$ cat src/hdl/hotp_pkg.sv
// Shared types, constants and small tables for the HOTP truncation block.
package hotp_pkg;

  // Configuration register indexes
  localparam logic [1:0] CFG_HASH_KIND    = 2'd0;
  localparam logic [1:0] CFG_DIGIT_COUNT  = 2'd1;
  localparam logic [1:0] CFG_APPEND_CHECK = 2'd2;
  localparam logic [1:0] CFG_FIXED_OFFSET = 2'd3;

  // Hash kinds
  localparam logic [1:0] HK_SHA1    = 2'd0;
  localparam logic [1:0] HK_SHA256  = 2'd1;
  localparam logic [1:0] HK_SHA512  = 2'd2;
  localparam logic [1:0] HK_INVALID = 2'd3;

  // Result status codes
  localparam logic [1:0] ST_OK         = 2'd0;
  localparam logic [1:0] ST_BAD_HASH   = 2'd1;
  localparam logic [1:0] ST_BAD_DIGITS = 2'd2;
  localparam logic [1:0] ST_BAD_LENGTH = 2'd3;

  // Divider widths: 31-bit window, divisor up to 10^8
  localparam int DIV_W  = 31;
  localparam int DVS_W  = 27;
  localparam int CNT_W  = 7;
  localparam logic [CNT_W-1:0] CNT_SAT = 7'h7f;

  // Divide by ten for values below 2^27: q = (x * RECIP10) >> RECIP_SH
  localparam int               RECIP_SH = 30;
  localparam logic [DVS_W-1:0] RECIP10  = 27'd107374183;

  typedef struct packed {
    logic [7:0] digest_byte;
    logic       last_byte;
  } in_word_t;

  typedef struct packed {
    logic [29:0] code_value;
    logic [3:0]  code_length;
    logic [1:0]  status;
  } out_word_t;

  typedef struct packed {
    logic             push;
    logic             last;
    logic [7:0]       data;
  } buf_wr_t;

  typedef struct packed {
    logic             start;
    logic [DIV_W-1:0] dividend;
    logic [DVS_W-1:0] divisor;
  } div_req_t;

  typedef struct packed {
    logic             busy;
    logic             done;
    logic [DIV_W-1:0] quot;
    logic [DVS_W-1:0] rem;
  } div_rsp_t;

  function automatic logic [CNT_W-1:0] digest_len(input logic [1:0] hk);
    logic [CNT_W-1:0] len;
    unique case (hk)
      HK_SHA1:   len = 7'd20;
      HK_SHA256: len = 7'd32;
      default:   len = 7'd64;
    endcase
    return len;
  endfunction

  function automatic logic [DVS_W-1:0] pow10(input logic [3:0] n);
    logic [DVS_W-1:0] p;
    case (n)
      4'd1:    p = 27'd10;
      4'd2:    p = 27'd100;
      4'd3:    p = 27'd1000;
      4'd4:    p = 27'd10000;
      4'd5:    p = 27'd100000;
      4'd6:    p = 27'd1000000;
      4'd7:    p = 27'd10000000;
      4'd8:    p = 27'd100000000;
      default: p = 27'd1;
    endcase
    return p;
  endfunction

  // Digit doubled, digits of the product summed
  function automatic logic [3:0] dbl_digit(input logic [3:0] d);
    logic [3:0] r;
    case (d)
      4'd1:    r = 4'd2;
      4'd2:    r = 4'd4;
      4'd3:    r = 4'd6;
      4'd4:    r = 4'd8;
      4'd5:    r = 4'd1;
      4'd6:    r = 4'd3;
      4'd7:    r = 4'd5;
      4'd8:    r = 4'd7;
      4'd9:    r = 4'd9;
      default: r = 4'd0;
    endcase
    return r;
  endfunction

endpackage

$ cat src/hdl/hotp_digest_buf.sv
// Digest byte store and saturating byte counter.
module hotp_digest_buf #(
  parameter int DEPTH = 64,
  parameter int AW    = $clog2(DEPTH)
) (
  input  logic                       clk,
  input  logic                       rst_n,
  input  hotp_pkg::buf_wr_t          wr,
  input  logic [AW-1:0]              rd_addr,
  output logic [7:0]                 rd_data_r,
  output logic [hotp_pkg::CNT_W-1:0] cnt_inc
);
  import hotp_pkg::*;

  logic [7:0]       mem [DEPTH];
  logic [CNT_W-1:0] count_r;
  logic [CNT_W-1:0] count_nxt;

  // count including the word now arriving
  assign cnt_inc = (count_r == CNT_SAT) ? CNT_SAT : count_r + 7'd1;

  always_comb begin
    count_nxt = count_r;
    if (wr.push) begin
      count_nxt = wr.last ? '0 : cnt_inc;
    end
  end

  always_ff @(posedge clk) begin
    if (!rst_n) begin
      count_r <= '0;
    end else begin
      count_r <= count_nxt;
    end
  end

  // bytes past the store depth are counted only
  always_ff @(posedge clk) begin
    if (wr.push && (count_r < CNT_W'(DEPTH))) begin
      mem[count_r[AW-1:0]] <= wr.data;
    end
    rd_data_r <= mem[rd_addr];
  end

endmodule

$ cat config.mk
export PLATFORM = sky130hd
export DESIGN_NAME = hotp_digest_buf
export DESIGN_NICKNAME = d
export VERILOG_FILES = /design/src/hdl/hotp_pkg.sv /design/src/hdl/hotp_digest_buf.sv
export SDC_FILE = /design/constraint.sdc
export NUM_CORES = 1
export LEC_CHECK = 0
export BUFFER_PORTS_ARGS = -buffer_cell sky130_fd_sc_hd__clkbuf_2
export CAP_MARGIN = 20
export CORE_ASPECT_RATIO = 1.4
export CORE_MARGIN = 8
export CORE_UTILIZATION = 45
export CTS_CLUSTER_SIZE = 12
export DETAILED_ROUTE_END_ITERATION = 10
export GPL_TIMING_DRIVEN = 0
export PLACE_DENSITY_LB_ADDON = 0.2
export SYNTH_ARGS = -nofsm -noshare
export SYNTH_HDL_FRONTEND = slang
export SYNTH_SLANG_ARGS = --single-unit
$ cat constraint.sdc
create_clock -name clk -period 2.6 [get_ports clk]
set_input_delay 0.26 -clock clk [delete_from_list [all_inputs] [get_ports clk]]
set_output_delay 0.26 -clock clk [all_outputs]
set_load 0.01 [all_outputs]
# Word level (Yosys, flattened, before mapping)
# Memory sizes are Yosys's and may differ from the RTL's. A register that Yosys moved wholly into a read port is not among the register bits.
# Index checks and enable logic that the tools add are counted.
# W data, S select, Z words.
dict set report word_totals {
  elab_cells 10
  regBits 7
  out_inout_bits 15
  ramBits 512
  memories 1
  input_bits 18
}
# name words word_bits rd rd_clocked_by_memory_dff wr line
set memory_table {}
lappend memory_table {mem 64 8 1 1 1 hotp_digest_buf.sv:15} ;# logic [7:0] mem [DEPTH];
dict set report classes {
  mux 4
  n_eq_ne 1
  n_lt_le_gt_ge 1
  reduce_logical 1
  n_addsub 1
}
# op n
set ops {}
lappend ops {{$mux W7} 2}
lappend ops {{$add A7 B1 Y7 const B} 1}
lappend ops {{$eq A7 B7 Y1 const B} 1}
lappend ops {{$lt A7 B7 Y1 const B} 1}
lappend ops {{$mux W1} 2}
lappend ops {{$logic_and A1 B1 Y1} 1}

# Longest topological paths before layout
dict set report depth {
  depth_word 4
  depth_mapped 9
  depth_no_buf 6
}

# Least setup slack after synthesis
# Ideal clock, no wire load.
dict set report synth_timing {
  kind {reg-to-reg}
  start {reg count_r[5]}
  end {mem mem[37][0] (enable)}
  n_path_buf 2
  setup_time_ps 370
  stages_incl_launch_ff 5
  arrival_ps 1573
  path_slack_ps 656
  period_less_slack_ps 1944
  required_time_ps 2230
  path_cell_list {dfxtp_1 > clkbuf_1 > or3b_2 > clkbuf_1 > nor2_1}
}
dict set report synth_between {
  elab_chain_cells 4
}
# element line
set synth_lines {}
lappend synth_lines {{from (decl)} hotp_digest_buf.sv:16} ;# logic [CNT_W-1:0] count_r;
lappend synth_lines {{from (signal assigned)} hotp_digest_buf.sv:33} ;# count_r <= count_nxt;
lappend synth_lines {{$lt A7 B7 Y1} hotp_digest_buf.sv:39} ;# if (wr.push && (count_r < CNT_W'(DEPTH))) begin
lappend synth_lines {{$logic_and A1 B1 Y1} hotp_digest_buf.sv:39}
lappend synth_lines {{$mux W1} hotp_digest_buf.sv:39}
lappend synth_lines {{$mux W1 (implied by the code)} hotp_digest_buf.sv:40} ;# mem[count_r[AW-1:0]] <= wr.data;
lappend synth_lines {{to (decl)} hotp_digest_buf.sv:15}
# Several ways; a longest one is shown, not always the timed one.

# Worst setup path after layout
dict set report layout_timing {
  start {reg count_r[6]}
  end {mem mem[24][7] (enable)}
}
dict set report layout_between {
  elab_chain_cells 4
}
# element line
set layout_lines {}
lappend layout_lines {{$lt A7 B7 Y1} hotp_digest_buf.sv:39}
lappend layout_lines {{$logic_and A1 B1 Y1} hotp_digest_buf.sv:39}
lappend layout_lines {{$mux W1} hotp_digest_buf.sv:39}
lappend layout_lines {{$mux W1 (implied by the code)} hotp_digest_buf.sv:40}
# Every way passes these cells.

==> results_tabular.tex <==
\begin{tabular}{lr}
\hline
Metric & Value \\
\hline
\multicolumn{2}{l}{\textbf{GRT}} \\
Maximum number of pins on one net before global-route repair & 65 \\
Total global routing track utilization & 17.9\% \\
Number of global-route vias before repair & 10.2k \\
Congestion Overflow GR & 0 \\
Initial antenna violation count & 0 \\
First-pass GRT wire length & 68.6 mm \\
\multicolumn{2}{l}{\textbf{Setup path}} \\
Largest fanout on the critical path & 8 \\
Category of the worst setup path launch point & register \\
Worst Setup End Kind & register \\
Data arrival time at the worst-slack endpoint & 2.85 ns \\
Required time of the worst setup path & 2.79 ns \\
Classification of the worst setup path & reg -> reg \\
\multicolumn{2}{l}{\textbf{Layout}} \\
Share of post-route cells with drive strength above 1 & 26.9\% \\
Area used by multi-input combinational logic & 4550 sq um \\
Number of fill cells in the layout & 3579 \\
ANT cells & 0 \\
Area delta synth->final & 12.7\% \\
Post-layout nets & 1097 \\
Finished Layout Cells & 1664 \\
Area used by sequential logic in the layout & 15700 sq um \\
Area of all placed cells without fillers & 23000 sq um \\
\multicolumn{2}{l}{\textbf{Logic synthesis}} \\
Fraction of the yosys area taken by sequential cells & 76.8\% \\
Mapped Area & 20400 sq um \\
Number of enable flip-flop cells after synthesis & 512 \\
Fraction of synthesis flops using an asynchronous set or reset pin & 0\% \\
Number of distinct library cells after synthesis & 42 \\
Gate count of the mapped netlist & 982 \\
Synthesized netlist net count & 1001 \\
Dominant register cell in the synthesized netlist & edfxtp\_1 \\
Avg Cell Area, Syn & 20.8 sq um \\
Synth Warn \# & 0 \\
Number of flip-flops and latches in the synthesized netlist & 527 \\
\multicolumn{2}{l}{\textbf{STA}} \\
Slew margin rel. & 40.6\% \\
Transition time at the pin with the least slew margin & 0.892 ns \\
Post-route worst setup slack & -0.0609 ns \\
Post-layout minimum cycle time & 2.66 ns \\
Total of endpoints with negative setup slack in the final report & 41 \\
Final cycle utilization of the critical path & 102\% \\
Number of pins with negative max-slew slack in the final report & 0 \\
Worst clock skew on the final layout & 0.0136 ns \\
Fmax & 0.376 GHz \\
Final worst hold slack & 0.0829 ns \\
RSZ-0062 raised after global routing & true \\
Count of final hold-check violations & 0 \\
\multicolumn{2}{l}{\textbf{Floorplan}} \\
Count of standard-cell rows & 92 \\
Die Width & 196 um \\
Total Die Area & 52500 sq um \\
Initial Util & 45.5\% \\
Vertical die dimension & 268 um \\
Count of boundary I/O pins & 33 \\
CORE AREA & 44900 sq um \\
\multicolumn{2}{l}{\textbf{Pwr}} \\
Peak ir drop on the vdd network & 416 uV \\
Power density normalized to cell area & 729 nW/um\^{}2 \\
Reported leakage power & 7.13 nW \\
Design Power & 16.8 mW \\
\multicolumn{2}{l}{\textbf{CTS}} \\
TritonCTS buffer count & 51 \\
Insertion delay to the later sink of the worst-skew pair & 0.57 ns \\
Clock root cell & clkbuf\_16 \\
Level count of the clock H-tree & 2 \\
TritonCTS clock tree & built \\
Maximum number of buffers from clock root to sink & 3 \\
CTS clk-pin slew, worst paths & 0.06 ns \\
Clock sink count & 527 \\
\multicolumn{2}{l}{\textbf{Routing}} \\
Via/cell ratio & 5.88 \\
DR DRC count & 0 \\
Aggregate routed wire length & 46.5 mm \\
Initial DRC Count & 857 \\
Residual antenna-violating net count after detailed routing & 0 \\
Via count & 9782 \\
Number of detailed-routing iterations run before antenna repair & 5 \\
Per-cell routed wire length & 27.9 um \\
\multicolumn{2}{l}{\textbf{Placement}} \\
Port Buffers & 27 \\
Placed cell area & 21400 sq um \\
Final Wtd Congestion & 0.844 \\
Placed wire-length estimate & 31.1 mm \\
Number of placed instances with taps included & 1580 \\
\multicolumn{2}{l}{\textbf{Outcome}} \\
Run status & finished, violations left \\
Violated checks & setup timing \\
\multicolumn{2}{l}{\textbf{Job}} \\
Maximum Capacitance Violations & 0 \\
\multicolumn{2}{l}{\textbf{Min path}} \\
Type of the worst min-delay path & in -> reg \\
\hline
\end{tabular}
stage by stage:
step	setup slack (ns)	util, %	setup TNS, ns
after floorplan	0.656	-	0
after global placement	-0.177	47.3	-11.54
after detailed placement	-0.149	47.7	-6.78
after CTS	-0.114	50.9	-5.18
after global routing	-0.162	51.2	-11.21
final	-0.0609	51.2	-1.19
routing by layer:
layer,track usage [%],wire length [um],part of all wire [%],vias to the layer above
met5,0,0,0,-
met1,22.1,18200,39,5145
met4,5.19,1310,2.8,0
met3,2.64,2480,5.3,80
li1,-,-,-,4240
met2,32.4,24500,53,317
cell usage in the layout, fill, tap and decap left out, types with 13 or more instances in the layout:
cell type and instances:
dfxtp_1 15, a21oi_1 15, o22ai_1 29, edfxtp_1 512, nor2_2 24, mux4_2 124
o21ai_0 13, clkbuf_2 27, nor2_1 63, clkbuf_16 53, buf_2 23, clkbuf_1 36
nand2_1 21, nor2b_1 15
report_power, final:
group | total [mW] | leakage, nW | internal, mW | switching, mW
clock network | 6.56 | 0.687 | 3.66 | 2.90
registers | 9.35 | 4.73 | 9.34 | 0.00907
logic | 0.843 | 1.72 | 0.319 | 0.525
logic make-up (layout without fill, tap and decap cells):
| group | after synthesis | after routing | synth area share, % |
|---|---|---|---|
| AOI/OAI and AO/OA | 92 | 92 | 2.94 |
| xor gates and xnor gates | 3 | 3 | 0.129 |
| adders and majority gates | 1 | 1 | 0.0613 |
| buffers and inverters | 56 | 174 | 1.42 |
| DFF | 527 | 527 | 76.8 |
| muxes | 148 | 148 | 15.2 |
| and+or+nand+nor | 155 | 155 | 3.40 |
synth_stat cells, drive strengths merged, types with 2 or more instances:
master  count  share of area [%]
o21ai      19               0.47
a21oi      15               0.37
nor2b      15               0.46
xor2        2              0.086
nand3       5               0.12
mux2i      12               0.59
dfxtp      15                1.5
and3b       2              0.086
a32o        7               0.34
or3b        2              0.086
clkbuf     23               0.42
o32ai       7               0.30
buf        32               0.97
o21a        4               0.15
nand3b      4               0.15
mux4      128                 14
edfxtp    512                 75
nor3        2              0.049
nand2b      5               0.15
a211oi      7               0.26
or2         3              0.092
nor2       92                1.7
nand2      21               0.39
mux2        8               0.44
o22ai      29               0.89
layout make-up:
cell class	instances	area share, %
clock inverter	8	0.141
timing repair buffer	43	1.57
sequential	527	68.2
inverter	1	0.0163
tap	564	3.07
buffer	55	1.25
multi-input combinational	399	19.8
clock buffer	67	6.00
timing repair:
item | 4_1_cts | 5_1_grt
endpoints found under the hold margin | 5 | 0
setup buffers | 0 | 6
setup endpoints to repair | 94 | 238
hold buffers | 3 | 0
gates cloned | 0 | 0
resized for setup | 9 | 29
pin swaps | 0 | 0
worst paths after layout:
check                  start    endpoint  slack (ns)  cells past startpoint
setup / recovery  count_r[6]  mem[24][7]       -0.06                      3
hold / removal         wr[9]  count_r[1]        0.08                      3
setup reg to reg  count_r[6]  mem[24][7]       -0.06                      3
hold reg to reg   count_r[6]  count_r[6]        0.57                      2
critical path: stages, from the launching register on:
cell and delay, ns:
dfxtp_1 0.35, nor3b_1 0.48, nand2_1 0.64, nor2_1 0.81
sequential cells by signal (all words and copies together), names as in the netlist:
name	cells
mem	512
count_r	7
rd_data_r	8
Power figures use the tool's default switching activity.
