===== src/hdl/hotp_pkg.sv =====
// Shared types, constants and small tables for the HOTP truncation block.
package hotp_pkg;

  // Configuration register indexes
  localparam logic [1:0] CFG_HASH_KIND    = 2'd0;
  localparam logic [1:0] CFG_DIGIT_COUNT  = 2'd1;
  localparam logic [1:0] CFG_APPEND_CHECK = 2'd2;
  localparam logic [1:0] CFG_FIXED_OFFSET = 2'd3;

  // Hash kinds
  localparam logic [1:0] HK_SHA1    = 2'd0;
  localparam logic [1:0] HK_SHA256  = 2'd1;
  localparam logic [1:0] HK_SHA512  = 2'd2;
  localparam logic [1:0] HK_INVALID = 2'd3;

  // Result status codes
  localparam logic [1:0] ST_OK         = 2'd0;
  localparam logic [1:0] ST_BAD_HASH   = 2'd1;
  localparam logic [1:0] ST_BAD_DIGITS = 2'd2;
  localparam logic [1:0] ST_BAD_LENGTH = 2'd3;

  // Divider widths: 31-bit window, divisor up to 10^8
  localparam int DIV_W  = 31;
  localparam int DVS_W  = 27;
  localparam int CNT_W  = 7;
  localparam logic [CNT_W-1:0] CNT_SAT = 7'h7f;

  // Divide by ten for values below 2^27: q = (x * RECIP10) >> RECIP_SH
  localparam int               RECIP_SH = 30;
  localparam logic [DVS_W-1:0] RECIP10  = 27'd107374183;

  typedef struct packed {
    logic [7:0] digest_byte;
    logic       last_byte;
  } in_word_t;

  typedef struct packed {
    logic [29:0] code_value;
    logic [3:0]  code_length;
    logic [1:0]  status;
  } out_word_t;

  typedef struct packed {
    logic             push;
    logic             last;
    logic [7:0]       data;
  } buf_wr_t;

  typedef struct packed {
    logic             start;
    logic [DIV_W-1:0] dividend;
    logic [DVS_W-1:0] divisor;
  } div_req_t;

  typedef struct packed {
    logic             busy;
    logic             done;
    logic [DIV_W-1:0] quot;
    logic [DVS_W-1:0] rem;
  } div_rsp_t;

  function automatic logic [CNT_W-1:0] digest_len(input logic [1:0] hk);
    logic [CNT_W-1:0] len;
    unique case (hk)
      HK_SHA1:   len = 7'd20;
      HK_SHA256: len = 7'd32;
      default:   len = 7'd64;
    endcase
    return len;
  endfunction

  function automatic logic [DVS_W-1:0] pow10(input logic [3:0] n);
    logic [DVS_W-1:0] p;
    case (n)
      4'd1:    p = 27'd10;
      4'd2:    p = 27'd100;
      4'd3:    p = 27'd1000;
      4'd4:    p = 27'd10000;
      4'd5:    p = 27'd100000;
      4'd6:    p = 27'd1000000;
      4'd7:    p = 27'd10000000;
      4'd8:    p = 27'd100000000;
      default: p = 27'd1;
    endcase
    return p;
  endfunction

  // Digit doubled, digits of the product summed
  function automatic logic [3:0] dbl_digit(input logic [3:0] d);
    logic [3:0] r;
    case (d)
      4'd1:    r = 4'd2;
      4'd2:    r = 4'd4;
      4'd3:    r = 4'd6;
      4'd4:    r = 4'd8;
      4'd5:    r = 4'd1;
      4'd6:    r = 4'd3;
      4'd7:    r = 4'd5;
      4'd8:    r = 4'd7;
      4'd9:    r = 4'd9;
      default: r = 4'd0;
    endcase
    return r;
  endfunction

endpackage


===== src/hdl/hotp_div_unit.sv =====
// Bit-serial restoring divider, one quotient bit per cycle.
module hotp_div_unit (
  input  logic                clk,
  input  logic                rst_n,
  input  hotp_pkg::div_req_t  req,
  output hotp_pkg::div_rsp_t  rsp
);
  import hotp_pkg::*;

  localparam int STEP_W = $clog2(DIV_W + 1);

  logic [DIV_W-1:0]  quot_r;
  logic [DVS_W-1:0]  rem_r;
  logic [DVS_W-1:0]  dvs_r;
  logic [STEP_W-1:0] step_r;
  logic              busy_r;
  logic              done_r;
  logic [DVS_W:0]    trial;
  logic              fits;

  assign trial = {rem_r, quot_r[DIV_W-1]};
  assign fits  = (trial >= {1'b0, dvs_r});

  always_ff @(posedge clk) begin
    if (!rst_n) begin
      busy_r <= 1'b0;
      done_r <= 1'b0;
      step_r <= '0;
    end else begin
      done_r <= 1'b0;
      if (req.start) begin
        busy_r <= 1'b1;
        step_r <= STEP_W'(DIV_W);
      end else if (busy_r) begin
        step_r <= step_r - 1'b1;
        if (step_r == STEP_W'(1)) begin
          busy_r <= 1'b0;
          done_r <= 1'b1;
        end
      end
    end
  end

  always_ff @(posedge clk) begin
    if (req.start) begin
      quot_r <= req.dividend;
      rem_r  <= '0;
      dvs_r  <= req.divisor;
    end else if (busy_r) begin
      quot_r <= {quot_r[DIV_W-2:0], fits};
      rem_r  <= fits ? DVS_W'(trial - {1'b0, dvs_r}) : DVS_W'(trial);
    end
  end

  assign rsp.busy = busy_r;
  assign rsp.done = done_r;
  assign rsp.quot = quot_r;
  assign rsp.rem  = rem_r;

endmodule


===== config.mk =====
export PLATFORM = sky130hd
export DESIGN_NAME = hotp_div_unit
export DESIGN_NICKNAME = d
export VERILOG_FILES = /design/src/hdl/hotp_pkg.sv /design/src/hdl/hotp_div_unit.sv
export SDC_FILE = /design/constraint.sdc
export NUM_CORES = 1
export LEC_CHECK = 0
export ABC_AREA = 1
export BUFFER_PORTS_ARGS = -buffer_cell sky130_fd_sc_hd__buf_4
export CAP_MARGIN = 25
export CORE_ASPECT_RATIO = 0.7
export CORE_MARGIN = 1
export CORE_UTILIZATION = 40
export CTS_BUF_LIST = sky130_fd_sc_hd__clkbuf_8 sky130_fd_sc_hd__clkbuf_16
export DETAILED_ROUTE_END_ITERATION = 10
export HOLD_SLACK_MARGIN = 0.06
export PLACE_DENSITY = 0.72
export SYNTH_ARGS = -nofsm -noshare
export SYNTH_HDL_FRONTEND = slang
export SYNTH_SLANG_ARGS = --single-unit

===== constraint.sdc =====
create_clock -name clk -period 2.22 [get_ports clk]
set_input_delay 0.111 -clock clk [delete_from_list [all_inputs] [get_ports clk]]
set_output_delay 0.111 -clock clk [all_outputs]
set_load 0.03 [all_outputs]

Yosys cells after proc, flatten, opt, wreduce, memory -nomap -nowiden
Cells that the tools add are included.
Widths: inputs -> output; s select.
{"block": "totals", "input_bits": 61, "output_inout_bits": 60, "regBits": 92}
{"block": "op_classes", "order_cmp": 1, "bitwise": 2, "reduce_logical": 2, "n_addsub": 2, "n_eq_ne": 1, "n_mux": 9}
{"operator": "$mux 31", "count": 2}
{"operator": "$ge 28x27->1", "count": 1}
{"operator": "$mux 27", "count": 1}
{"operator": "$sub 27x27->27", "count": 1}
{"operator": "$mux 5", "count": 2}
{"operator": "$eq 5x1->1 const B", "count": 1}
{"operator": "$sub 5x1->5 const B", "count": 1}
{"operator": "$mux 1", "count": 4}
{"operator": "$reduce_or 3->1", "count": 1}
{"operator": "$not 1->1", "count": 2}
{"operator": "$reduce_bool 2->1", "count": 1}

Longest topological paths before layout
Gate-level depths: netlist of the first run.
{"block": "depth", "depth_word": 4, "mapped_depth": 16}

Worst setup path after synthesis of the first run
No wires, ideal clock.
{"block": "synth_timing", "kind": "reg-to-reg", "from": "register quot_r[30]", "to": "register rem_r[12]", "path_buffers": 1, "setup_time_ps": 172, "stages_incl_launch_ff": 15, "synth_period_minus_slack_ps": 2377, "t_arrival_ps": 2205, "path_slack_ps": -157, "path_cell_list": "edfxtp_1 > inv_1 > ha_1 > fa_1 > inv_1 > nand3_1 > nand2_1 > nand2_1 > nand3_1 > nand2_4 > nand3_4 > buf_6 > nand2_1 > nand3_1 > o21ai_1"}
{"block": "synth_via", "elab_chain_cells": 2, "word_cells_on_any_way": 3}
{"item": "start: declaration", "line": "hotp_div_unit.sv:12", "source": "logic [DIV_W-1:0] quot_r;"}
{"item": "start signal: assignment", "line": "hotp_div_unit.sv:46", "source": "quot_r <= req.dividend;"}
{"item": "start signal: assignment", "line": "hotp_div_unit.sv:50", "source": "quot_r <= {quot_r[DIV_W-2:0], fits};"}
{"item": "$sub 27x27->27 or $ge 28x27->1 (tied branches)", "line": "hotp_div_unit.sv:51, hotp_div_unit.sv:22"}
{"item": "$mux 27 *", "line": "hotp_div_unit.sv:51", "source": "rem_r <= fits ? DVS_W'(trial - {1'b0, dvs_r}) : DVS_W'(trial);"}
{"item": "end signal: assignment", "line": "hotp_div_unit.sv:51"}
{"item": "end: declaration", "line": "hotp_div_unit.sv:13", "source": "logic [DVS_W-1:0] rem_r;"}
Every way passes the cells marked *; elsewhere a longest branch is shown, timed or not.
A chain may end at the register's enable or synchronous reset.

Worst setup path after layout of the first run
{"block": "layout_timing", "from": "register dvs_r[0]", "to": "register rem_r[22]"}
{"block": "layout_via", "elab_chain_cells": 2, "word_cells_on_any_way": 3}
{"item": "start: declaration", "line": "hotp_div_unit.sv:14", "source": "logic [DVS_W-1:0] dvs_r;"}
{"item": "start signal: assignment", "line": "hotp_div_unit.sv:48", "source": "dvs_r <= req.divisor;"}
{"item": "$sub 27x27->27 or $ge 28x27->1 (tied branches)", "line": "hotp_div_unit.sv:51, hotp_div_unit.sv:22"}
{"item": "$mux 27 *", "line": "hotp_div_unit.sv:51"}
Marked as above.

==> report_table.html, run 1 <==
<table>
<tr><th>Metric</th><th>Value</th></tr>
<tr><th colspan="2">Outcome</th></tr>
<tr><td>Run status</td><td>complete, no violations</td></tr>
<tr><th colspan="2">STA</th></tr>
<tr><td>Final Setup Violations</td><td>0</td></tr>
<tr><td>Total count of max-transition violations in the final report</td><td>0</td></tr>
<tr><td>Worst Tran Pin Value</td><td>426 ps</td></tr>
<tr><td>Max-Slew Margin vs Limit</td><td>71.6%</td></tr>
<tr><td>Shortest period the worst path allows</td><td>about 2200 ps</td></tr>
<tr><td>Fmax</td><td>~460 MHz</td></tr>
<tr><td>Post-route setup TNS</td><td>0 ps</td></tr>
<tr><td>Worst clock skew</td><td>9.34 ps</td></tr>
<tr><td>Smallest setup slack after layout</td><td>about 64 ps</td></tr>
<tr><td>Final count of hold timing violations</td><td>0</td></tr>
<tr><td>Period Utilization, post-route</td><td>97.1%</td></tr>
<tr><td>RSZ-0062 raised after global routing</td><td>yes</td></tr>
<tr><th colspan="2">Floorplan</th></tr>
<tr><td>Effective utilization at floorplan</td><td>between 40% and 50%</td></tr>
<tr><td>Die extent in x</td><td>between 100 and 150 um</td></tr>
<tr><td>Number of cell rows</td><td>37</td></tr>
<tr><td>Number of ports placed on the die boundary</td><td>121</td></tr>
<tr><td>Die area</td><td>around 0.016 mm^2</td></tr>
<tr><td>Standard cell core area</td><td>between 0.01 and 0.015 mm^2</td></tr>
<tr><td>Height of the chip</td><td>105 um</td></tr>
<tr><th colspan="2">Synth</th></tr>
<tr><td>Most used flip-flop cell after synthesis</td><td>edfxtp_1</td></tr>
<tr><td>Post-Synthesis Cell Area</td><td>between 0.006 and 0.007 mm^2</td></tr>
<tr><td>XOR/XNOR Fraction of Synth Area</td><td>under 10%</td></tr>
<tr><td>Cells after synthesis</td><td>857</td></tr>
<tr><td>Asr flop ratio synth</td><td>0%</td></tr>
<tr><td>Synth Net Count</td><td>between 900 and 1,000</td></tr>
<tr><td>Number of enable flip-flop cells after synthesis</td><td>58</td></tr>
<tr><td>Synth top area cells</td><td>edfxtp_1 29%, nand2_1 21%, dfxtp_1 11%, inv_1 10%, ha_1 6.0%</td></tr>
<tr><td>Post-synthesis sequential element count</td><td>just over 90</td></tr>
<tr><td>Synthesis warning total</td><td>0</td></tr>
<tr><td>Largest family of logic cells by synthesized area</td><td>simple AND/OR/NAND/NOR gates</td></tr>
<tr><td>Adder-cell share of the synthesized area</td><td>under 10%</td></tr>
<tr><td>Share of Yosys cell area claimed by the top area cell type</td><td>around 29%</td></tr>
<tr><td>Complex-gate fraction of the synthesized area</td><td>under 10%</td></tr>
<tr><td>Post-synthesis cell type with the largest combined area</td><td>edfxtp_1</td></tr>
<tr><td>Share of cell area taken by muxes after synthesis</td><td>0%</td></tr>
<tr><td>Fraction of the mapped netlist area in simple logic gates</td><td>35.4%</td></tr>
<tr><td>Register area share after synthesis</td><td>approximately two fifths</td></tr>
<tr><td>Number of distinct library cells after synthesis</td><td>42</td></tr>
<tr><td>Post-synthesis average cell area</td><td>7.04 um^2</td></tr>
<tr><th colspan="2">Placement</th></tr>
<tr><td>RD Place Congestion</td><td>0.938</td></tr>
<tr><td>Input/output buffers</td><td>120</td></tr>
<tr><td>Post-place setup slack</td><td>between 40 and 50 ps</td></tr>
<tr><td>Dpl hpwl</td><td>about 13 mm</td></tr>
<tr><th colspan="2">Final layout</th></tr>
<tr><td>Area growth from synthesis to layout</td><td>43.0%</td></tr>
<tr><td>Most frequent standard cell in the layout excluding fill and tap cells</td><td>nand2_1</td></tr>
<tr><td>Ant. Diodes</td><td>0</td></tr>
<tr><td>Sequential cell area in the final layout</td><td>roughly 0.0024 mm^2</td></tr>
<tr><td>Number of fillers in the final layout</td><td>1,367</td></tr>
<tr><td>Multi-input gate area in the final layout</td><td>about 0.0031 mm^2</td></tr>
<tr><td>Fraction of final layout cells with drive strength greater than 1</td><td>24.6%</td></tr>
<tr><td>Most used cells in the layout excluding fill and tap cells</td><td>317 x nand2_1, 160 x inv_1, 156 x buf_4, 59 x dlygate4sd3_1, 58 x edfxtp_1</td></tr>
<tr><td>Net count, final</td><td>about 1,200</td></tr>
<tr><th colspan="2">CTS</th></tr>
<tr><td>Clock slew at reported path FFs</td><td>~70 ps</td></tr>
<tr><td>Sinks on Clock Net</td><td>92</td></tr>
<tr><td>Root buffer cell</td><td>clkbuf_16</td></tr>
<tr><td>Insertion delay of the later-clocked pin in the worst-skew pair</td><td>roughly 350 ps</td></tr>
<tr><td>TritonCTS Buffers</td><td>9</td></tr>
<tr><td>CTS tree</td><td>built</td></tr>
<tr><td>Maximum level of the CTS H-tree</td><td>3</td></tr>
<tr><td>Buffer depth of the longest clock path</td><td>2</td></tr>
<tr><th colspan="2">Setup path</th></tr>
<tr><td>Critical path start-end classification</td><td>flop to flop</td></tr>
<tr><td>Required time of the critical path</td><td>2510 ps</td></tr>
<tr><td>Worst Path Arrival</td><td>approximately 2500 ps</td></tr>
<tr><td>Endpoint class of the critical path</td><td>flop</td></tr>
<tr><td>Worst setup SP type</td><td>flop</td></tr>
<tr><td>CP max FO</td><td>5</td></tr>
<tr><td>Register-to-register path setup slack</td><td>60 ps</td></tr>
<tr><th colspan="2">GRT</th></tr>
<tr><td>Number of antenna violations at the first check in global routing</td><td>0</td></tr>
<tr><td>First-pass GRT wire length</td><td>29.2 mm</td></tr>
<tr><td>Overall overflow remaining after global route</td><td>0</td></tr>
<tr><td>Via count of the first global-routing pass</td><td>roughly 6,000</td></tr>
<tr><td>Global-route usage over all layers</td><td>roughly a quarter</td></tr>
<tr><td>Largest net degree at the start of global routing</td><td>35</td></tr>
<tr><th colspan="2">Route</th></tr>
<tr><td>DRC violation total after the first TritonRoute iteration</td><td>469</td></tr>
<tr><td>Number of remaining DRC errors</td><td>0</td></tr>
<tr><td>Via-per-instance ratio</td><td>~5.0</td></tr>
<tr><td>Total Wirelength</td><td>approximately 19 mm</td></tr>
<tr><td>Vias after detailed routing</td><td>roughly 6,300</td></tr>
<tr><td>Routed Antenna Nets</td><td>0</td></tr>
<tr><td>Number of search-and-repair iterations in the first detailed-routing pass</td><td>5</td></tr>
<tr><td>Post-DR wirelength/cell</td><td>roughly 15 um</td></tr>
<tr><th colspan="2">Pwr</th></tr>
<tr><td>Leakage power</td><td>between 4 and 5 nW</td></tr>
<tr><td>Power per Cell Area</td><td>around 530 mW/mm^2</td></tr>
<tr><td>Peak ir drop on the vdd network</td><td>~0.00040 V</td></tr>
<tr><th colspan="2">Worst hold path</th></tr>
<tr><td>Hold Crit Class</td><td>primary input to flop</td></tr>
<tr><th colspan="2">Run</th></tr>
<tr><td>Max-capacitance violation count</td><td>0</td></tr>
</table>
==> where the power goes <==
group	internal [W]	switching [W]
clock	0.000904	0.000753
combinational	0.000388	0.000524
sequential	0.00195	0.0000626
==> registers in the layout, summed over array words and instances (netlist names) <==
| signal | cells |
|---|---|
| quot_r | 31 |
| rem_r | 27 |
| dvs_r | 27 |
| busy_r | 1 |
| step_r | 5 |
| done_r | 1 |
==> path summary, 6_finish.rpt <==
kind / startpoint / end / cells after the start
max reg2reg: dvs_r[0] / rem_r[22] / 13
min: req[58] / dvs_r[10] / 1
min reg2reg: rem_r[25] / rem_r[25] / 2
max: dvs_r[0] / rem_r[22] / 13
==> metrics by stage <==
step	instances	hold WS [ps]	power (W)	util [%]	area [um^2]
final	1268	173	0.00458	58.6	8630
after global routing	1268	176	0.00477	58.6	8630
after CTS	1256	174	0.00454	56.1	8270
after detailed placement	1181	290	0.00281	50.0	7360
after global placement	1181	290	0.00280	50.0	7360
after floorplan	857	210	0.00249	-	6050
==> cell type report <==
type                            count  area share [%]
Clock buffer                        9            2.61
Clock inverter                      7            1.06
Inverter                          175            7.61
Multi-Input combinational cell    569            35.9
Sequential cell                    92            28.1
Tap cell                          195            2.83
Timing Repair Buffer              221            21.9
==> cell usage after synthesis (2+ instances only) <==
master and number:
o21ai_1 6, nor2_2 3, a31oi_1 2, and2_1 2, nand3_2 7, nand2_1 338
edfxtp_1 58, nand2_2 5, inv_2 10, buf_6 2, ha_1 29, nor2_4 3
dfxtp_1 34, clkbuf_1 12, a21oi_1 15, nand3_1 52, nand4_1 34, buf_2 5
nor2_1 34, inv_1 164, xnor2_1 11, buf_4 2, o21ai_0 10
==> metal layers <==
layer | GRT usage, % | wire length (um)
met3 | 5.94 | 1700
met1 | 33.1 | 8550
met5 | 0 | 0
met2 | 37.0 | 8330
met4 | 6.27 | 276
==> worst max-delay path, stage by stage, from the launching register on <==
cell and delay [ps]:
edfxtp_1 440, ha_4 200, fa_2 380, inv_2 80
nand3_2 80, nand2_4 130, nand2_1 110, nand2_1 150
nand2_1 120, nand3_1 110, nand2_1 60, nand3_2 70
nand3_2 50, nand2_1 80
==> logic make-up (layout without fill, tap and decap cells) <==
group	Yosys count	count (layout)
simple gates	488	488
buf+inv	196	412
flops	92	92
compound gates	39	39
fa+ha+maj	30	30
xor+xnor	12	12
==> what timing repair did <==
item	4_1_cts	5_1_grt
setup buffers	0	10
endpoints found under the setup margin	0	28
hold endpoints to repair	61	0
hold buffers	59	0
gates resized for setup	0	60
No activity file was read; power rests on OpenSTA's default activity.
==> run 2, diff against run 1 <==
--- a/config.mk
+++ b/config.mk
@@ -8,7 +8,6 @@
 export ABC_AREA = 1
 export BUFFER_PORTS_ARGS = -buffer_cell sky130_fd_sc_hd__buf_4
 export CAP_MARGIN = 25
-export CORE_ASPECT_RATIO = 0.7
 export CORE_MARGIN = 1
 export CORE_UTILIZATION = 40
 export CTS_BUF_LIST = sky130_fd_sc_hd__clkbuf_8 sky130_fd_sc_hd__clkbuf_16
==> run 2 against run 1 <==
  * The flow now finishes with violations (design-rule violations)
  * Register-to-register slack better by 50 ps
  * Utilization fell by 2.1 points
  * Highest routed layer unchanged
  * Largest power group unchanged
  * Critical path depth shrank 2
  * Non-clock buffer count decreased by 18
  * Sequential cell count is the same
  * Global-route usage shrank 0.61 points
  * Maximum frequency is 2.4% higher
  * First-iteration DRC count shrank 25%
  * Cell area is 4.1% lower
  * Worst setup slack gained 50 ps
==> report_table.html, run 2 (synthesis gave the netlist of run 1 again) <==
<table>
<tr><th>Metric</th><th>Value</th></tr>
<tr><th colspan="2">Outcome</th></tr>
<tr><td>Run status</td><td>finished with violations</td></tr>
<tr><td>Violated checks</td><td>design-rule violations</td></tr>
<tr><th colspan="2">CTS</th></tr>
<tr><td>CTS tree</td><td>built</td></tr>
<tr><td>TritonCTS Buffers</td><td>9 (unchanged)</td></tr>
<tr><td>Sinks on Clock Net</td><td>92 (unchanged)</td></tr>
<tr><td>Maximum level of the CTS H-tree</td><td>3 (unchanged)</td></tr>
<tr><td>Clock slew at reported path FFs</td><td>70 ps (about the same)</td></tr>
<tr><td>Root buffer cell</td><td>clkbuf_16</td></tr>
<tr><td>Buffer depth of the longest clock path</td><td>2 (unchanged)</td></tr>
<tr><td>Insertion delay of the later-clocked pin in the worst-skew pair</td><td>360 ps (about the same)</td></tr>
<tr><th colspan="2">Worst hold path</th></tr>
<tr><td>Hold Crit Class</td><td>primary input to flop</td></tr>
<tr><td>Min-delay src</td><td>req[55]</td></tr>
<tr><td>Capture endpoint of the worst hold path</td><td>quot_r[28]</td></tr>
<tr><td>Instance count along the most critical hold path</td><td>3 (+2)</td></tr>
<tr><th colspan="2">Final layout</th></tr>
<tr><td>Flip-flop count of the largest register after layout</td><td>31 (unchanged)</td></tr>
<tr><td>Fraction of final layout cells with drive strength greater than 1</td><td>20.1% (-4.5 points)</td></tr>
<tr><td>Most frequent standard cell in the layout excluding fill and tap cells</td><td>nand2_1</td></tr>
<tr><td>Final non-filler cell area</td><td>0.00827 mm^2 (-4.1%)</td></tr>
<tr><td>Net count, final</td><td>1,141 (-1.6%)</td></tr>
<tr><td>Ant. Diodes</td><td>0 (unchanged)</td></tr>
<tr><td>Top reg by flops</td><td>quot_r</td></tr>
<tr><td>Largest registers</td><td>quot_r: 31 flops, dvs_r: 27 flops, rem_r: 27 flops</td></tr>
<tr><td>Non-filler instance count after layout</td><td>1,239 (-2.3%)</td></tr>
<tr><td>Most used cells in the layout excluding fill and tap cells</td><td>333 x nand2_1, 166 x inv_1, 141 x buf_4, 58 x edfxtp_1, 57 x dlygate4sd3_1</td></tr>
<tr><td>Area growth from synthesis to layout</td><td>37.1%</td></tr>
<tr><td>Final core utilization</td><td>56.5% (-2.1 points)</td></tr>
<tr><th colspan="2">Floorplan</th></tr>
<tr><td>Number of cell rows</td><td>44 (+19%)</td></tr>
<tr><td>Number of ports placed on the die boundary</td><td>121 (unchanged)</td></tr>
<tr><td>Effective utilization at floorplan</td><td>41.2% (+0.22 points)</td></tr>
<tr><td>Die area</td><td>0.0156 mm^2 (about the same)</td></tr>
<tr><td>Standard cell core area</td><td>0.0146 mm^2 (-0.53%)</td></tr>
<tr><td>Die extent in x</td><td>125 um (-16%)</td></tr>
<tr><td>Height of the chip</td><td>125 um (+19%)</td></tr>
<tr><th colspan="2">Route</th></tr>
<tr><td>DRC violation total after the first TritonRoute iteration</td><td>353 (-25%)</td></tr>
<tr><td>Via-per-instance ratio</td><td>4.83 (-2.9%)</td></tr>
<tr><td>Number of remaining DRC errors</td><td>4 (+4)</td></tr>
<tr><td>Number of search-and-repair iterations in the first detailed-routing pass</td><td>8 (+3)</td></tr>
<tr><td>Vias after detailed routing</td><td>5,986 (-5.1%)</td></tr>
<tr><td>Routed Antenna Nets</td><td>0 (unchanged)</td></tr>
<tr><td>Post-DR wirelength/cell</td><td>14.2 um (-4.4%)</td></tr>
<tr><td>Total Wirelength</td><td>17.6 mm (-6.6%)</td></tr>
<tr><th colspan="2">Pwr</th></tr>
<tr><td>Net switching fraction of the power</td><td>27.7% (-1.6 points)</td></tr>
<tr><td>Sequential power share</td><td>44.0% (about the same)</td></tr>
<tr><td>Clock power share</td><td>37.1% (+0.9 points)</td></tr>
<tr><td>Internal power of the cells</td><td>0.00330 W (+1.9%)</td></tr>
<tr><td>Sw power</td><td>0.00126 W (-5.7%)</td></tr>
<tr><td>Leakage power</td><td>4.34 nW (-2.7%)</td></tr>
<tr><td>Share of power burned in combinational logic</td><td>18.9% (-1.0 points)</td></tr>
<tr><td>Peak ir drop on the vdd network</td><td>0.000490 V (+24%)</td></tr>
<tr><td>Power per Cell Area</td><td>552 mW/mm^2 (+4.0%)</td></tr>
<tr><td>Post-layout total power</td><td>0.00457 W (-0.32%)</td></tr>
<tr><th colspan="2">Setup path</th></tr>
<tr><td>Worst setup SP type</td><td>flop</td></tr>
<tr><td>Endpoint class of the critical path</td><td>flop</td></tr>
<tr><td>Cell depth of the worst flop-to-flop path</td><td>11 (-2)</td></tr>
<tr><td>Critical path start-end classification</td><td>flop to flop</td></tr>
<tr><td>Register-to-register path setup slack</td><td>110 ps (+50 ps)</td></tr>
<tr><td>Required time of the critical path</td><td>2470 ps (-40 ps)</td></tr>
<tr><td>Worst Path Arrival</td><td>2360 ps (-90 ps)</td></tr>
<tr><td>Worst flop-to-flop path endpoint</td><td>rem_r[14]</td></tr>
<tr><td>Worst R2R Start</td><td>dvs_r[12]</td></tr>
<tr><td>CP max FO</td><td>4 (-1)</td></tr>
<tr><th colspan="2">STA</th></tr>
<tr><td>Final Setup Violations</td><td>0 (unchanged)</td></tr>
<tr><td>Worst clock skew</td><td>12.2 ps (+2.87 ps)</td></tr>
<tr><td>Final hold slack</td><td>74.0 ps (-98.6 ps)</td></tr>
<tr><td>Total count of max-transition violations in the final report</td><td>0 (unchanged)</td></tr>
<tr><td>Shortest period the worst path allows</td><td>2110 ps (-50.1 ps)</td></tr>
<tr><td>Period Utilization, post-route</td><td>94.9% (-2.3 points)</td></tr>
<tr><td>Max-Slew Margin vs Limit</td><td>69.7% (-1.8 points)</td></tr>
<tr><td>Fmax</td><td>475 MHz (+2.4%)</td></tr>
<tr><td>Worst Tran Pin Value</td><td>454 ps (+27.6 ps)</td></tr>
<tr><td>Final count of hold timing violations</td><td>0 (unchanged)</td></tr>
<tr><th colspan="2">GRT</th></tr>
<tr><td>Largest net degree at the start of global routing</td><td>35 (unchanged)</td></tr>
<tr><td>Via count of the first global-routing pass</td><td>5,804 (-2.6%)</td></tr>
<tr><td>Overall overflow remaining after global route</td><td>0 (unchanged)</td></tr>
<tr><td>Global-route usage over all layers</td><td>23.3% (-0.61 points)</td></tr>
<tr><td>First-pass GRT wire length</td><td>28.6 mm (-2.0%)</td></tr>
<tr><td>Number of antenna violations at the first check in global routing</td><td>0 (unchanged)</td></tr>
<tr><th colspan="2">Run</th></tr>
<tr><td>Max-capacitance violation count</td><td>0 (unchanged)</td></tr>
<tr><th colspan="2">Placement</th></tr>
<tr><td>Area after DPL</td><td>0.00725 mm^2 (-1.4%)</td></tr>
<tr><td>RD Place Congestion</td><td>0.920 (-1.9%)</td></tr>
<tr><td>Input/output buffers</td><td>120 (unchanged)</td></tr>
<tr><td>Placed Cells</td><td>1,161 (-1.7%)</td></tr>
<tr><td>Dpl hpwl</td><td>12.6 mm (-4.8%)</td></tr>
</table>
-- run 2: cell count changes in the layout (fill, tap and decap cells not counted), sizes merged --
cell / change
buf: -15
bufinv: +1
clkbuf: -1
clkinv: +1
clkinvlp: -1
dlygate4sd3: -2
inv: -1
-- run 2: repair_timing --
action                     4_1_cts  5_1_grt
resized for setup                0       17
setup endpoints to repair        0       28
buffers inserted                 0        4
hold buffers                    57        0
hold endpoints to repair        59        0
-- run 2: worst max-delay path by stage --
stage / end / from / slack, ps / cells past startpoint
floorplan: rem_r[10] / quot_r[30] / 4 / 14
global placement: rem_r[14] / rem_r[18] / 110 / 12
detailed placement: rem_r[16] / rem_r[18] / 60 / 12
CTS: rem_r[16] / rem_r[18] / 40 / 12
global route: rem_r[26] / quot_r[30] / -50 / 14
finish: rem_r[14] / dvs_r[12] / 110 / 11
-- run 2: per-stage QoR --
step | setup TNS [ps] | worst slack, ps
global route | -826 | -53.2
detailed placement | 0 | 58.7
floorplan | 0 | 4.32
CTS | 0 | 38.1
global placement | 0 | 113
finish | 0 | 114
-- run 2: cell type report --
class	count	area [um^2]
Timing Repair Buffer	203	1720
Inverter	175	657
Clock inverter	7	93.8
Tap cell	184	230
Multi-Input combinational cell	569	2920
Clock buffer	9	225
Fill cell	1355	6370
Sequential cell	92	2420
-- run 2: worst max-delay path, stage by stage (launching register included) --
cell	delay, ps
edfxtp_1	340
inv_1	50
ha_1	370
nand2_1	160
nor2_1	300
nand2_1	110
a21oi_1	330
nor2_1	90
nand2_1	70
nand3_1	70
nand3_1	70
nand2_1	50
-- run 2: layer usage --
metal  vias to the layer above  track usage [%]  part of all wire [%]
li1                       3051                -                     -
met1                      2684             27.1                    42
met2                       216             40.8                    48
met3                        35             7.00                   7.5
met4                         0             7.68                   2.7
met5                         -                0                     0
-- run 2: power by group through the flow --
| stage | combinational, W | clock [W] | sequential [W] |
|---|---|---|---|
| after floorplan | 0.000328 | 0 | 0.00216 |
| after global placement | 0.000747 | 0 | 0.00205 |
| after detailed placement | 0.000758 | 0 | 0.00204 |
| after CTS | 0.000838 | 0.00174 | 0.00201 |
| after global routing | 0.000941 | 0.00180 | 0.00202 |
| final | 0.000862 | 0.00170 | 0.00201 |
